`config.mk`:
```
export PLATFORM = sky130hd
export DESIGN_NAME = anger_centroid_4x4_core
export DESIGN_NICKNAME = d
export VERILOG_FILES = /design/src/hw/rtl/ac4x4_pkg.sv /design/src/hw/rtl/anger_centroid_4x4_core.sv /design/src/hw/rtl/ac4x4_front.sv /design/src/hw/rtl/ac4x4_queue.sv /design/src/hw/rtl/ac4x4_div.sv /design/src/hw/rtl/ac4x4_back.sv
export SDC_FILE = /design/constraint.sdc
export NUM_CORES = 1
export LEC_CHECK = 0
export BUFFER_PORTS_ARGS = -buffer_cell sky130_fd_sc_hd__buf_4
export CAP_MARGIN = 20
export CORE_MARGIN = 5
export CORE_UTILIZATION = 40
export CTS_BUF_LIST = sky130_fd_sc_hd__clkbuf_2
export DETAILED_ROUTE_END_ITERATION = 10
export HOLD_SLACK_MARGIN = 0.08
export MAX_ROUTING_LAYER = met4
export PLACE_DENSITY = 0.59
export SETUP_SLACK_MARGIN = 0.15
export SYNTH_ARGS = -nofsm -noshare
export SYNTH_HDL_FRONTEND = slang
export SYNTH_SLANG_ARGS = --single-unit
```
`constraint.sdc`:
```
create_clock -name clk -period 24.5 [get_ports clk]
set_input_delay 1.225 -clock clk [delete_from_list [all_inputs] [get_ports clk]]
set_output_delay 1.225 -clock clk [all_outputs]
set_load 0.005 [all_outputs]
```
`src/hw/rtl/ac4x4_pkg.sv`:
```
// ac4x4_pkg: shared constants and types for the 4x4 anger centroid block
// no dependencies
`timescale 1ns / 1ps

package ac4x4_pkg;

    // default widths of the charge datapath and the centroid fraction
    localparam int CHARGE_BITS_DEF = 16;
    localparam int FRAC_BITS_DEF   = 8;

    // fixed port widths
    localparam int IN_CHARGE_W = 16;
    localparam int ROW_W       = 2;
    localparam int CH_W        = 4;
    localparam int POS_W       = 11;
    localparam int OUT_TOT_W   = 20;

    // rows that open and close an event
    localparam logic [ROW_W-1:0] FIRST_ROW = 2'd0;
    localparam logic [ROW_W-1:0] LAST_ROW  = 2'd3;

    // quotient bits produced per centroid (top bit flags overflow)
    localparam int Q_W = 12;
    localparam logic [Q_W-1:0] Q_POS_LIM = 12'd1023;
    localparam logic [Q_W-1:0] Q_NEG_LIM = 12'd1024;

    // saturated centroid values
    localparam logic signed [POS_W-1:0] POS_MAX = 11'sd1023;
    localparam logic signed [POS_W-1:0] NEG_MIN = -11'sd1024;

    // entries in the queue between front and back
    localparam int QUEUE_DEPTH = 2;

    typedef enum logic [1:0] {
        BK_IDLE,
        BK_RUN,
        BK_HOLD
    } back_state_t;

endpackage

```
`src/hw/rtl/anger_centroid_4x4_core.sv`:
```
// anger_centroid_4x4_core: top level of the 4x4 anger-logic event positioning block
// depends on ac4x4_pkg, ac4x4_front, ac4x4_queue, ac4x4_back
`timescale 1ns / 1ps

// usage
//  - input channel (in_valid/in_ready) takes one detector row per item: row_index and the
//    four column charges; row 0 clears the event sums, rows 1 to 3 add onto them
//  - output channel (out_valid/out_ready) gives one result per row 3 item: flood x and y
//    with FRAC_BITS fraction bits, trigger channel, total charge and the empty flag
//  - the front accumulates a row in the cycle it is taken, so rows 0 to 2 are always
//    accepted back to back; a row 3 item is accepted while the two-entry queue has room
//  - the back runs two restoring divider lanes (x and y) in parallel, one quotient bit
//    per cycle until all Q_W quotient bits are done, then loads the output register
//  - out_valid rises when the back loads the output register, after the queue and the divider run
//  - the back takes a new event only once the output register has taken the last one,
//    so the divider lanes set the event rate; bursts of up to four events are absorbed
//    by the queue, the divider lanes and the output register
//  - a stalled receiver holds the output register; the back then waits with its next
//    result, the queue fills, and only then is a row 3 item held off
//  - reset clears the sums, peak tracker, queue and output valid

module anger_centroid_4x4_core #(
    parameter int CHARGE_BITS = ac4x4_pkg::CHARGE_BITS_DEF,
    parameter int FRAC_BITS   = ac4x4_pkg::FRAC_BITS_DEF
) (
    input  logic                                clk,
    input  logic                                rst_n,
    input  logic                                in_valid,
    output logic                                in_ready,
    input  logic [ac4x4_pkg::ROW_W-1:0]         row_index,
    input  logic [ac4x4_pkg::IN_CHARGE_W-1:0]   charge_col0,
    input  logic [ac4x4_pkg::IN_CHARGE_W-1:0]   charge_col1,
    input  logic [ac4x4_pkg::IN_CHARGE_W-1:0]   charge_col2,
    input  logic [ac4x4_pkg::IN_CHARGE_W-1:0]   charge_col3,
    output logic                                out_valid,
    input  logic                                out_ready,
    output logic signed [ac4x4_pkg::POS_W-1:0]  flood_x,
    output logic signed [ac4x4_pkg::POS_W-1:0]  flood_y,
    output logic [ac4x4_pkg::CH_W-1:0]          trigger_channel,
    output logic [ac4x4_pkg::OUT_TOT_W-1:0]     total_charge,
    output logic                                empty_event
);

    // accumulator widths: total grows by 4 bits over 16 channels, weighted sums by 7
    localparam int TOT_W = CHARGE_BITS + 4;
    localparam int WS_W  = CHARGE_BITS + 7;
    localparam int JOB_W = 2 * WS_W + TOT_W + ac4x4_pkg::CH_W;

    // front to queue
    logic                           push;
    logic signed [WS_W-1:0]         f_xsum;
    logic signed [WS_W-1:0]         f_ysum;
    logic [TOT_W-1:0]               f_total;
    logic [ac4x4_pkg::CH_W-1:0]     f_chan;
    logic                           q_full;

    // queue to back
    logic                           q_valid;
    logic                           q_pop;
    logic [JOB_W-1:0]               q_dout;
    logic signed [WS_W-1:0]         b_xsum;
    logic signed [WS_W-1:0]         b_ysum;
    logic [TOT_W-1:0]               b_total;
    logic [ac4x4_pkg::CH_W-1:0]     b_chan;

    // accumulate rows, hand over the finished sums on row 3
    ac4x4_front #(
        .CHARGE_BITS (CHARGE_BITS)
    ) u_front (
        .clk         (clk),
        .rst_n       (rst_n),
        .in_valid    (in_valid),
        .in_ready    (in_ready),
        .row_index   (row_index),
        .charge_col0 (charge_col0),
        .charge_col1 (charge_col1),
        .charge_col2 (charge_col2),
        .charge_col3 (charge_col3),
        .q_full      (q_full),
        .job_valid   (push),
        .job_xsum    (f_xsum),
        .job_ysum    (f_ysum),
        .job_total   (f_total),
        .job_chan    (f_chan)
    );

    // decouples accumulation from the dividers
    ac4x4_queue #(
        .W     (JOB_W),
        .DEPTH (ac4x4_pkg::QUEUE_DEPTH)
    ) u_queue (
        .clk      (clk),
        .rst_n    (rst_n),
        .push     (push),
        .din      ({f_xsum, f_ysum, f_total, f_chan}),
        .full     (q_full),
        .rd_valid (q_valid),
        .pop      (q_pop),
        .dout     (q_dout)
    );

    assign {b_xsum, b_ysum, b_total, b_chan} = q_dout;

    // centroid division and output register
    ac4x4_back #(
        .CHARGE_BITS (CHARGE_BITS),
        .FRAC_BITS   (FRAC_BITS)
    ) u_back (
        .clk             (clk),
        .rst_n           (rst_n),
        .job_valid       (q_valid),
        .job_ready       (q_pop),
        .job_xsum        (b_xsum),
        .job_ysum        (b_ysum),
        .job_total       (b_total),
        .job_chan        (b_chan),
        .out_valid       (out_valid),
        .out_ready       (out_ready),
        .flood_x         (flood_x),
        .flood_y         (flood_y),
        .trigger_channel (trigger_channel),
        .total_charge    (total_charge),
        .empty_event     (empty_event)
    );

endmodule

```
`src/hw/rtl/ac4x4_front.sv`:
```
// ac4x4_front: row accumulator for total charge, weighted sums and peak channel
// depends on ac4x4_pkg
`timescale 1ns / 1ps

module ac4x4_front #(
    parameter int CHARGE_BITS = ac4x4_pkg::CHARGE_BITS_DEF,
    localparam int TOT_W = CHARGE_BITS + 4,
    localparam int WS_W  = CHARGE_BITS + 7
) (
    input  logic                                 clk,
    input  logic                                 rst_n,
    input  logic                                 in_valid,
    output logic                                 in_ready,
    input  logic [ac4x4_pkg::ROW_W-1:0]          row_index,
    input  logic [ac4x4_pkg::IN_CHARGE_W-1:0]    charge_col0,
    input  logic [ac4x4_pkg::IN_CHARGE_W-1:0]    charge_col1,
    input  logic [ac4x4_pkg::IN_CHARGE_W-1:0]    charge_col2,
    input  logic [ac4x4_pkg::IN_CHARGE_W-1:0]    charge_col3,
    input  logic                                 q_full,
    output logic                                 job_valid,
    output logic signed [WS_W-1:0]               job_xsum,
    output logic signed [WS_W-1:0]               job_ysum,
    output logic [TOT_W-1:0]                     job_total,
    output logic [ac4x4_pkg::CH_W-1:0]           job_chan
);

    logic [CHARGE_BITS-1:0]         q [4];
    logic [CHARGE_BITS+1:0]         rowsum;
    logic [CHARGE_BITS+1:0]         xp;
    logic [CHARGE_BITS+1:0]         xn;
    logic signed [CHARGE_BITS+3:0]  xrow;
    logic [CHARGE_BITS+3:0]         ymag;
    logic signed [CHARGE_BITS+4:0]  yrow;
    logic                           first;
    logic                           accept;

    logic [TOT_W-1:0]               tot_reg,  tot_next;
    logic signed [WS_W-1:0]         xs_reg,   xs_next;
    logic signed [WS_W-1:0]         ys_reg,   ys_next;
    logic [CHARGE_BITS-1:0]         mx_reg,   mx_next;
    logic [ac4x4_pkg::CH_W-1:0]     mch_reg,  mch_next;

    assign q[0] = CHARGE_BITS'(charge_col0);
    assign q[1] = CHARGE_BITS'(charge_col1);
    assign q[2] = CHARGE_BITS'(charge_col2);
    assign q[3] = CHARGE_BITS'(charge_col3);

    // a closing row needs room in the queue
    assign in_ready  = (row_index != ac4x4_pkg::LAST_ROW) || !q_full;
    assign accept    = in_valid && in_ready;
    assign first     = (row_index == ac4x4_pkg::FIRST_ROW);
    assign job_valid = accept && (row_index == ac4x4_pkg::LAST_ROW);

    // column weights 3, 1, -1, -3
    assign rowsum = (CHARGE_BITS+2)'(q[0]) + (CHARGE_BITS+2)'(q[1])
                  + (CHARGE_BITS+2)'(q[2]) + (CHARGE_BITS+2)'(q[3]);
    assign xp   = (CHARGE_BITS+2)'(q[0]) * (CHARGE_BITS+2)'(3) + (CHARGE_BITS+2)'(q[1]);
    assign xn   = (CHARGE_BITS+2)'(q[3]) * (CHARGE_BITS+2)'(3) + (CHARGE_BITS+2)'(q[2]);
    assign xrow = $signed({2'b00, xp}) - $signed({2'b00, xn});

    // row weights 3, 1, -1, -3
    assign ymag = (row_index == ac4x4_pkg::FIRST_ROW || row_index == ac4x4_pkg::LAST_ROW)
                ? ((CHARGE_BITS+4)'(rowsum) + ((CHARGE_BITS+4)'(rowsum) << 1))
                : (CHARGE_BITS+4)'(rowsum);
    assign yrow = row_index[1] ? -$signed({1'b0, ymag}) : $signed({1'b0, ymag});

    always_comb
    begin
        tot_next = (first ? '0 : tot_reg) + TOT_W'(rowsum);
        xs_next  = (first ? '0 : xs_reg) + WS_W'(xrow);
        ys_next  = (first ? '0 : ys_reg) + WS_W'(yrow);
        mx_next  = first ? '0 : mx_reg;
        mch_next = first ? '0 : mch_reg;
        // strictly greater, so the first peak in row order wins
        for (int c = 0; c < 4; c++)
        begin
            if (q[c] > mx_next)
            begin
                mx_next  = q[c];
                mch_next = {row_index, 2'(c)};
            end
        end
    end

    assign job_xsum  = xs_next;
    assign job_ysum  = ys_next;
    assign job_total = tot_next;
    assign job_chan  = mch_next;

    always_ff @(posedge clk or negedge rst_n)
    begin
        if (!rst_n)
        begin
            tot_reg <= '0;
            xs_reg  <= '0;
            ys_reg  <= '0;
            mx_reg  <= '0;
            mch_reg <= '0;
        end
        else if (accept)
        begin
            tot_reg <= tot_next;
            xs_reg  <= xs_next;
            ys_reg  <= ys_next;
            mx_reg  <= mx_next;
            mch_reg <= mch_next;
        end
    end

endmodule

```
`src/hw/rtl/ac4x4_queue.sv`:
```
// ac4x4_queue: small register queue of finished event sums
// depends on ac4x4_pkg
`timescale 1ns / 1ps

module ac4x4_queue #(
    parameter int W     = 8,
    parameter int DEPTH = ac4x4_pkg::QUEUE_DEPTH
) (
    input  logic         clk,
    input  logic         rst_n,
    input  logic         push,
    input  logic [W-1:0] din,
    output logic         full,
    output logic         rd_valid,
    input  logic         pop,
    output logic [W-1:0] dout
);

    localparam int PTR_W = $clog2(DEPTH);
    localparam int CNT_W = $clog2(DEPTH + 1);

    logic [W-1:0]     mem_reg [DEPTH];
    logic [PTR_W-1:0] wr_ptr_reg, wr_ptr_next;
    logic [PTR_W-1:0] rd_ptr_reg, rd_ptr_next;
    logic [CNT_W-1:0] cnt_reg,    cnt_next;
    logic             do_pop;

    assign full     = (cnt_reg == CNT_W'(DEPTH));
    assign rd_valid = (cnt_reg != '0);
    assign dout     = mem_reg[rd_ptr_reg];
    assign do_pop   = pop && rd_valid;

    always_comb
    begin
        wr_ptr_next = wr_ptr_reg;
        rd_ptr_next = rd_ptr_reg;
        cnt_next    = cnt_reg;
        if (push)
        begin
            wr_ptr_next = (wr_ptr_reg == PTR_W'(DEPTH - 1)) ? '0 : wr_ptr_reg + 1'b1;
        end
        if (do_pop)
        begin
            rd_ptr_next = (rd_ptr_reg == PTR_W'(DEPTH - 1)) ? '0 : rd_ptr_reg + 1'b1;
        end
        if (push && !do_pop)
        begin
            cnt_next = cnt_reg + 1'b1;
        end
        else if (do_pop && !push)
        begin
            cnt_next = cnt_reg - 1'b1;
        end
    end

    always_ff @(posedge clk or negedge rst_n)
    begin
        if (!rst_n)
        begin
            wr_ptr_reg <= '0;
            rd_ptr_reg <= '0;
            cnt_reg    <= '0;
        end
        else
        begin
            wr_ptr_reg <= wr_ptr_next;
            rd_ptr_reg <= rd_ptr_next;
            cnt_reg    <= cnt_next;
        end
    end

    always_ff @(posedge clk)
    begin
        if (push)
        begin
            mem_reg[wr_ptr_reg] <= din;
        end
    end

endmodule

```
`src/hw/rtl/ac4x4_div.sv`:
```
// ac4x4_div: restoring divider lane, one quotient bit per cycle while step is high, signed saturating result
// depends on ac4x4_pkg
`timescale 1ns / 1ps

module ac4x4_div #(
    parameter int CHARGE_BITS = ac4x4_pkg::CHARGE_BITS_DEF,
    parameter int FRAC_BITS   = ac4x4_pkg::FRAC_BITS_DEF,
    localparam int TOT_W = CHARGE_BITS + 4,
    localparam int WS_W  = CHARGE_BITS + 7
) (
    input  logic                                clk,
    input  logic                                load,
    input  logic                                step,
    input  logic signed [WS_W-1:0]              num,
    input  logic [TOT_W-1:0]                    den,
    output logic signed [ac4x4_pkg::POS_W-1:0]  quot
);

    localparam int NUM_W = WS_W + FRAC_BITS;
    localparam int DEN_W = TOT_W + ac4x4_pkg::Q_W - 1;
    localparam int W     = (NUM_W > DEN_W) ? NUM_W : DEN_W;

    logic [W-1:0]                   rem_reg;
    logic [W-1:0]                   dsh_reg;
    logic [ac4x4_pkg::Q_W-1:0]      q_reg;
    logic                           neg_reg;
    logic [WS_W-1:0]                mag;
    logic [ac4x4_pkg::Q_W-1:0]      q_neg;
    logic                           fits;

    // magnitude of the most negative sum still fits as unsigned
    assign mag   = num[WS_W-1] ? (~num + 1'b1) : num;
    assign fits  = (rem_reg >= dsh_reg);
    assign q_neg = -q_reg;

    always_ff @(posedge clk)
    begin
        if (load)
        begin
            rem_reg <= W'(mag) << FRAC_BITS;
            dsh_reg <= W'(den) << (ac4x4_pkg::Q_W - 1);
            q_reg   <= '0;
            neg_reg <= num[WS_W-1];
        end
        else if (step)
        begin
            rem_reg <= fits ? rem_reg - dsh_reg : rem_reg;
            dsh_reg <= dsh_reg >> 1;
            q_reg   <= {q_reg[ac4x4_pkg::Q_W-2:0], fits};
        end
    end

    // top quotient bit set means the true quotient is at least 2048
    always_comb
    begin
        if (neg_reg)
        begin
            quot = (q_reg > ac4x4_pkg::Q_NEG_LIM) ? ac4x4_pkg::NEG_MIN
                                                  : ac4x4_pkg::POS_W'(q_neg);
        end
        else
        begin
            quot = (q_reg > ac4x4_pkg::Q_POS_LIM) ? ac4x4_pkg::POS_MAX
                                                  : ac4x4_pkg::POS_W'(q_reg);
        end
    end

endmodule

```
`src/hw/rtl/ac4x4_back.sv`:
```
// ac4x4_back: centroid divider control and output register
// depends on ac4x4_pkg, ac4x4_div
`timescale 1ns / 1ps

module ac4x4_back #(
    parameter int CHARGE_BITS = ac4x4_pkg::CHARGE_BITS_DEF,
    parameter int FRAC_BITS   = ac4x4_pkg::FRAC_BITS_DEF,
    localparam int TOT_W = CHARGE_BITS + 4,
    localparam int WS_W  = CHARGE_BITS + 7
) (
    input  logic                                clk,
    input  logic                                rst_n,
    input  logic                                job_valid,
    output logic                                job_ready,
    input  logic signed [WS_W-1:0]              job_xsum,
    input  logic signed [WS_W-1:0]              job_ysum,
    input  logic [TOT_W-1:0]                    job_total,
    input  logic [ac4x4_pkg::CH_W-1:0]          job_chan,
    output logic                                out_valid,
    input  logic                                out_ready,
    output logic signed [ac4x4_pkg::POS_W-1:0]  flood_x,
    output logic signed [ac4x4_pkg::POS_W-1:0]  flood_y,
    output logic [ac4x4_pkg::CH_W-1:0]          trigger_channel,
    output logic [ac4x4_pkg::OUT_TOT_W-1:0]     total_charge,
    output logic                                empty_event
);

    localparam int CNT_W = $clog2(ac4x4_pkg::Q_W);

    ac4x4_pkg::back_state_t              st_reg, st_next;
    logic [CNT_W-1:0]                    cnt_reg, cnt_next;
    logic [TOT_W-1:0]                    tot_reg;
    logic [ac4x4_pkg::CH_W-1:0]          ch_reg;
    logic                                load;
    logic                                step;
    logic                                out_load;
    logic                                empty;
    logic signed [ac4x4_pkg::POS_W-1:0]  lane_x;
    logic signed [ac4x4_pkg::POS_W-1:0]  lane_y;

    logic                                ovalid_reg;
    logic signed [ac4x4_pkg::POS_W-1:0]  ox_reg;
    logic signed [ac4x4_pkg::POS_W-1:0]  oy_reg;
    logic [ac4x4_pkg::CH_W-1:0]          och_reg;
    logic [ac4x4_pkg::OUT_TOT_W-1:0]     otot_reg;
    logic                                oemp_reg;

    ac4x4_div #(
        .CHARGE_BITS (CHARGE_BITS),
        .FRAC_BITS   (FRAC_BITS)
    ) u_div_x (
        .clk  (clk),
        .load (load),
        .step (step),
        .num  (job_xsum),
        .den  (job_total),
        .quot (lane_x)
    );

    ac4x4_div #(
        .CHARGE_BITS (CHARGE_BITS),
        .FRAC_BITS   (FRAC_BITS)
    ) u_div_y (
        .clk  (clk),
        .load (load),
        .step (step),
        .num  (job_ysum),
        .den  (job_total),
        .quot (lane_y)
    );

    assign empty = (tot_reg == '0);

    always_comb
    begin
        st_next   = st_reg;
        cnt_next  = cnt_reg;
        load      = 1'b0;
        step      = 1'b0;
        out_load  = 1'b0;
        job_ready = 1'b0;
        unique case (st_reg)
            ac4x4_pkg::BK_IDLE:
            begin
                job_ready = 1'b1;
                if (job_valid)
                begin
                    load     = 1'b1;
                    cnt_next = '0;
                    st_next  = ac4x4_pkg::BK_RUN;
                end
            end
            ac4x4_pkg::BK_RUN:
            begin
                step     = 1'b1;
                cnt_next = cnt_reg + 1'b1;
                if (cnt_reg == CNT_W'(ac4x4_pkg::Q_W - 1))
                begin
                    st_next = ac4x4_pkg::BK_HOLD;
                end
            end
            ac4x4_pkg::BK_HOLD:
            begin
                if (!ovalid_reg || out_ready)
                begin
                    out_load = 1'b1;
                    st_next  = ac4x4_pkg::BK_IDLE;
                end
            end
            default:
            begin
                st_next = ac4x4_pkg::BK_IDLE;
            end
        endcase
    end

    always_ff @(posedge clk or negedge rst_n)
    begin
        if (!rst_n)
        begin
            st_reg     <= ac4x4_pkg::BK_IDLE;
            cnt_reg    <= '0;
            ovalid_reg <= 1'b0;
        end
        else
        begin
            st_reg  <= st_next;
            cnt_reg <= cnt_next;
            if (out_load)
            begin
                ovalid_reg <= 1'b1;
            end
            else if (out_ready)
            begin
                ovalid_reg <= 1'b0;
            end
        end
    end

    always_ff @(posedge clk)
    begin
        if (load)
        begin
            tot_reg <= job_total;
            ch_reg  <= job_chan;
        end
        if (out_load)
        begin
            ox_reg   <= empty ? '0 : lane_x;
            oy_reg   <= empty ? '0 : lane_y;
            och_reg  <= ch_reg;
            otot_reg <= ac4x4_pkg::OUT_TOT_W'(tot_reg);
            oemp_reg <= empty;
        end
    end

    assign out_valid       = ovalid_reg;
    assign flood_x         = ox_reg;
    assign flood_y         = oy_reg;
    assign trigger_channel = och_reg;
    assign total_charge    = otot_reg;
    assign empty_event     = oemp_reg;

endmodule

```
## Word level (Yosys, flattened, before mapping)

Memories as Yosys holds them, arrays and structs flattened.
Index checks and enable logic that the tools add are counted.

| operators by class | value |
|---|---|
| add/subtract/negate cells | 22 |
| multiply operators | 2 |
| order comparisons | 10 |
| equality and inequality tests | 9 |
| muxes and demuxes | 53 |
| bitwise logic cells | 2 |
| reduce and logical (&&, ||, !) cells | 28 |

Operator list:

| operator | count |
|---|---|
| $mux W31 | 10 |
| $mux W23 | 4 |
| $mux W16 | 5 |
| $add A18 B16 Y18 | 4 |
| $mux W11 | 6 |
| $gt A16 B16 Y1 | 4 |
| $ge A31 B31 Y1 | 2 |
| $sub A31 B31 Y31 | 2 |
| $add A23 B1 Y23 const B | 2 |
| $add A23 B23 Y23 | 2 |
| $not A23 Y23 | 2 |
| $mux W20 | 2 |
| $mul A16 B2 Y18 const B | 2 |
| $gt A12 B10 Y1 const B | 2 |
| $gt A12 B11 Y1 const B | 2 |
| $mux W4 | 6 |
| $neg A11 Y11 | 2 |
| $mux W21 | 1 |
| $neg A20 Y21 | 1 |
| $add A18 B19 Y20 | 1 |
| $add A20 B18 Y20 | 1 |
| $logic_not A20 Y1 | 1 |
| $sub A18 B18 Y19 | 1 |
| $add A16 B16 Y17 | 1 |
| other kinds (20) | 60 |

| word-level totals | value |
|---|---|
| register bits | 318 |
| memory bits (writable) | 140 |
| input bits | 70 |
| output and inout port bits | 49 |
| logic and storage cells | 157 |
| memories | 1 |

Memory list:

| name | words | width | rd ports | clocked after memory_dff | wr ports | RTL line | RTL |
|---|---|---|---|---|---|---|---|
| u_queue.mem_reg | 2 | 70 | 1 | 0 | 1 | ac4x4_queue.sv:22 | `logic [W-1:0] mem_reg [DEPTH];` |

## Logic depth before layout (Yosys ltp)

| logic depth | value |
|---|---|
| depth after elaboration | 10 |
| depth in mapped cells | 58 |

## By module

A second synthesis with hierarchy kept.

| unflattened totals | value |
|---|---|
| cell total of the unflattened synthesis | 3,422 |
| area, all modules | 34,302.9 µm² |

Modules (own cells, without submodules):

| module | instances | cells an instance | area each (µm²) |
|---|---|---|---|
| ac4x4_front | 1 | 1,806 | 14,956.8 |
| ac4x4_div at u_back.u_div_y | 1 | 632 | 5,606.6 |
| ac4x4_queue | 1 | 234 | 5,591.6 |
| ac4x4_div at u_back.u_div_x | 1 | 614 | 5,415.2 |
| ac4x4_back | 1 | 136 | 2,732.6 |

## Worst setup path after synthesis

OpenSTA, ideal clock, no wires.

| timing | value |
|---|---|
| kind | input to register |
| start point | input row_index[1] (netlist name) |
| end point | memory u_queue.mem_reg[0][2] (netlist name), data pin |
| library setup time | 0.273 ns |
| data arrival time | 10.516 ns |
| required time | 24.227 ns |
| slack | 13.711 ns |
| cell stages on the path | 49 |
| path buffers | 7 |
| cells stage by stage | clkbuf_1 -> inv_1 -> ha_1 -> inv_1 -> clkbuf_1 -> nand2_1 -> ha_1 -> nor2b_1 -> o21a_1 -> o21a_1 -> o21bai_1 -> a21oi_1 -> o32ai_1 -> buf_2 -> buf_1 -> mux2i_1 -> inv_1 -> ha_1 -> (+13 left out) -> o21a_1 -> o21a_1 -> o21a_1 -> o21a_1 -> o21a_1 -> o21a_1 -> o21ai_0 -> a21boi_0 -> o22ai_1 -> clkbuf_1 -> a21oi_1 -> ha_1 -> nand4_1 -> or2_2 -> o41ai_1 -> nand4_1 -> nand2_1 -> o21ai_0 |

| between the ends | value |
|---|---|
| cells in the longest elaborated chain, start to end | 10 |
| elaborated cells on any way between the ends | 14 |

RTL lines:

| item | RTL line | RTL |
|---|---|---|
| start, declared | anger_centroid_4x4_core.sv:30 | `input logic [ac4x4_pkg::ROW_W-1:0] row_index,` |
| $logic_not A2 Y1 (*) | ac4x4_front.sv:51 | `assign first = (row_index == ac4x4_pkg::FIRST_ROW);` |
| $mux W16 | ac4x4_front.sv:72 | `mx_next = first ? '0 : mx_reg;` |
| $gt A16 B16 Y1 | ac4x4_front.sv:77 | `if (q[c] > mx_next)` |
| $mux W16 | ac4x4_front.sv:77 |  |
| $gt A16 B16 Y1 | ac4x4_front.sv:77 |  |
| $mux W16 | ac4x4_front.sv:77 |  |
| $gt A16 B16 Y1 | ac4x4_front.sv:77 |  |
| $mux W16 | ac4x4_front.sv:77 |  |
| $gt A16 B16 Y1 | ac4x4_front.sv:77 |  |
| $mux W4 (*) | ac4x4_front.sv:77 |  |
| net f_chan (one bit) | anger_centroid_4x4_core.sv:54 | `logic [ac4x4_pkg::CH_W-1:0] f_chan;` |
| end, declared | ac4x4_queue.sv:22 |  |

The timed path passes the listed nets; every way through them passes the cells marked *.

## Final worst setup path

| timing | value |
|---|---|
| start point | input row_index[1] (netlist name) |
| end point | register u_front.mch_reg[1] (netlist name) |

| between the ends | value |
|---|---|
| cells in the longest elaborated chain, start to end | 10 |
| elaborated cells on any way between the ends | 17 |

RTL lines:

| item | RTL line | RTL |
|---|---|---|
| $logic_not A2 Y1 (*) | ac4x4_front.sv:51 |  |
| $mux W16 | ac4x4_front.sv:72 |  |
| $gt A16 B16 Y1 | ac4x4_front.sv:77 |  |
| $mux W16 | ac4x4_front.sv:77 |  |
| $gt A16 B16 Y1 | ac4x4_front.sv:77 |  |
| $mux W16 | ac4x4_front.sv:77 |  |
| $gt A16 B16 Y1 | ac4x4_front.sv:77 |  |
| $mux W16 | ac4x4_front.sv:77 |  |
| $gt A16 B16 Y1 | ac4x4_front.sv:77 |  |
| $mux W4 (*) | ac4x4_front.sv:77 |  |
| net f_chan (one bit) | anger_centroid_4x4_core.sv:54 |  |
| end signal, assigned | ac4x4_front.sv:106 | `mch_reg <= mch_next;` |
| end, declared | ac4x4_front.sv:41 | `logic [ac4x4_pkg::CH_W-1:0] mch_reg, mch_next;` |

Marks and branches as above.
A chain may end at the register's enable or synchronous reset.

==> qor.csv <==
metric;value;unit
WL/cell;17.3;µm
number of flops mapped to enable cells by yosys;279;
Worst Hold Class;input port to register;
CTS sink cnt;427;
Synth area leaders;edfxtp_1 27%, ha_1 12%, dfrtp_1 7.7%, nand2_1 5.1%, xnor2_1 4.5%;
worst setup path category;input port to register;
flip-flop count of the largest register after layout;140;
total number of nets in the final design;3921;
crit path DAT;11480;ps
Final Wtd Congestion;0.914;
Critical Path Slowest Stage Cell;a41o_1;
ratio of final minimum period to clock period;0.426;
required time at the worst-slack endpoint;25540;ps
Max-cap violations;0;
Buf+Inv Stages, Crit Path;9;
row count;102;
transition time at the pin with the least slew margin;1100;ps
worst max-slew margin expressed relative to the limit;0.265;
# port buffers;118;
layout overhead on the synthesized area;10.1;%
synthesis-stage register bit count;427;
Slowest Stage Delay on Critical Path;760;ps
net count of the mapped netlist;3768;
yosys synthesis warning count;0;
Post-route DRC;0;
clock tree root driver cell;clkbuf_2;
total half-perimeter wirelength after legalization and detailed placement;60900;µm
count of final hold-check violations;0;
via count of the first global-routing pass;23400;
critical path launch point type;input port;
cell accounting for the most synthesized area;edfxtp_1;
number of different library cells in the post-synthesis netlist;90;
core area;0.0776;mm²
minimum period implied by the final worst setup slack;10440;ps
highest clock frequency the design can meet;95.8;MHz
final setup TNS;0;ps
Die ar.;0.0841;mm²
first-pass GRT wire length;128000;µm
mean post-synth cell area;9.36;µm²
Finish-stage setup viols;0;
deepest clock path buffer count;3;
antenna violations before repair;5;
total via count after detailed routing;24300;
pin count of the biggest net entering global routing;81;
GRT Residual Overflow;0;
Critical Path Most Common Cell;o21a_1;
fraction of final layout cells with drive strength greater than 1;0.119;
portion of synthesized cell area occupied by the leading cell type;0.267;
initial drt markers;1391;
Top delay family on crit path;compound AO/OA/AOI/OAI gates;
Final ANT Viol Nets;0;
maximum net fanout on the critical path;35;
fraction of registers with async set/reset;0.227;
final setup skew;175;ps
unrepaired setup endpoints after global routing;no;
global-route total usage across every layer;0.192;
Detailed Route WL;80500;µm
register area share after synthesis;0.377;
kind of end point of the critical path;register;
mean number of vias per cell;5.24;
vertical die dimension;290;µm
clock-pin transition on the worst setup and hold timing paths;90;ps
Final Slew Violations;0;
horizontal die dimension;290;µm
Primary FF master, synth;edfxtp_1;
run status;finished, final reports clean;
cell area after synthesis;0.0314;mm²
number of clock buffers inserted by TritonCTS;113;
count of H-tree levels built during CTS;3;
clock tree from TritonCTS;yes;
Post-Synthesis Cells;3349;
clock latency at the later pin of the worst-skew pair;1200;ps
starting utilization of the core area;0.404;
I/O pin count;119;
count of cells resized by post-cts repair;0;
drt pass-1 iters;8;
==> worst register-to-register path: cells and delay by family, from the launching register on <==
| kind | cells | cell delay [ps] |
|---|---|---|
| buffers and inverters | 5 | 1160 |
| AO/OA/AOI/OAI | 28 | 4910 |
| adder cells (fa/ha/maj) | 4 | 1180 |
| multiplexers | 4 | 1290 |
| AND/OR/NAND/NOR | 7 | 750 |
| flip-flops | 1 | 410 |
==> final timing paths <==
kind	start	to	depth (start not counted)	slack (ps)
max	row_index[1]	u_front.mch_reg[1]$_DFFE_PN0P_	53	14060
min	row_index[0]	u_front.mch_reg[2]$_DFFE_PN0P_	2	370
max reg2reg	u_front.mx_reg[1]$_DFFE_PN0P_	u_front.mch_reg[1]$_DFFE_PN0P_	48	14710
min reg2reg	u_back.tot_reg[4]$_DFFE_PP_	u_back.total_charge[4]$_DFFE_PP_	0	400
max in group asynchronous	rst_n	u_queue.rd_ptr_reg$_DFFE_PN0P_	3	22460
min in group asynchronous	rst_n	u_back.cnt_reg[0]$_DFFE_PN0P_	2	660
==> metal layers <==
metal  part of all wire  GRT usage
met1               0.47      0.253
met2               0.46      0.304
met3              0.041     0.0296
met4              0.031     0.0631
met5                  0          -
==> logic make-up after synthesis <==
kind of cell               Yosys count  share of synthesized area
AOI/OAI and AO/OA                  806                      0.164
xor gates and xnor gates           233                     0.0656
adders and majority gates          352                      0.154
buffers and inverters              363                     0.0439
DFF                                427                      0.377
muxes                              125                     0.0421
and+or+nand+nor                   1043                      0.154
==> placed cells by master, fill, tap and decap left out, types with 93 or more instances in the layout <==
cell type and instances:
xnor2_1 162, nor2_1 223, o21ai_0 168, nand2_1 423
inv_1 257, clkbuf_2 162, edfxtp_1 279, buf_4 140
nor2b_1 93, a21oi_1 248, dfrtp_1 96, ha_1 291
==> cell type report <==
cell class	count	area (µm²)
Tap cell	1040	1300
Inverter	259	972
Fill cell	7739	43100
Multi-Input combinational cell	2559	18300
Clock inverter	52	270
Clock buffer	162	811
Antenna cell	3	7.51
Timing Repair Buffer	142	1080
Sequential cell	427	11800
==> synth_stat cells, types with 82 or more instances <==
library cell,n
dfrtp_1,97
o21ai_0,168
ha_1,292
inv_1,258
nand2_1,424
xnor2_1,162
edfxtp_1,279
clkbuf_1,82
a21oi_1,248
nor2b_1,95
nor2_1,224
==> through the flow <==
stage	util	setup slack (ps)	hold WS (ps)	instance area, µm²	instances
2_1_floorplan	-	13710	400	31400	3349
3_3_place_gp	0.431	12870	405	33400	4425
3_5_place_dp	0.431	12680	407	33400	4425
4_1_cts	0.445	14000	149	34500	4640
5_1_grt	0.445	13340	202	34500	4644
6_report	0.445	14060	367	34500	4644
==> timing repair <==
item / 4_1_cts / 5_1_grt
hold buffers: 1 / 0
setup buffers: 0 / 0
setup endpoints to repair: 0 / 0
hold endpoints to repair: 22 / 0
Power is not shown: default switching activity piles up to over one toggle a cycle in this logic, so the estimate is an artifact.
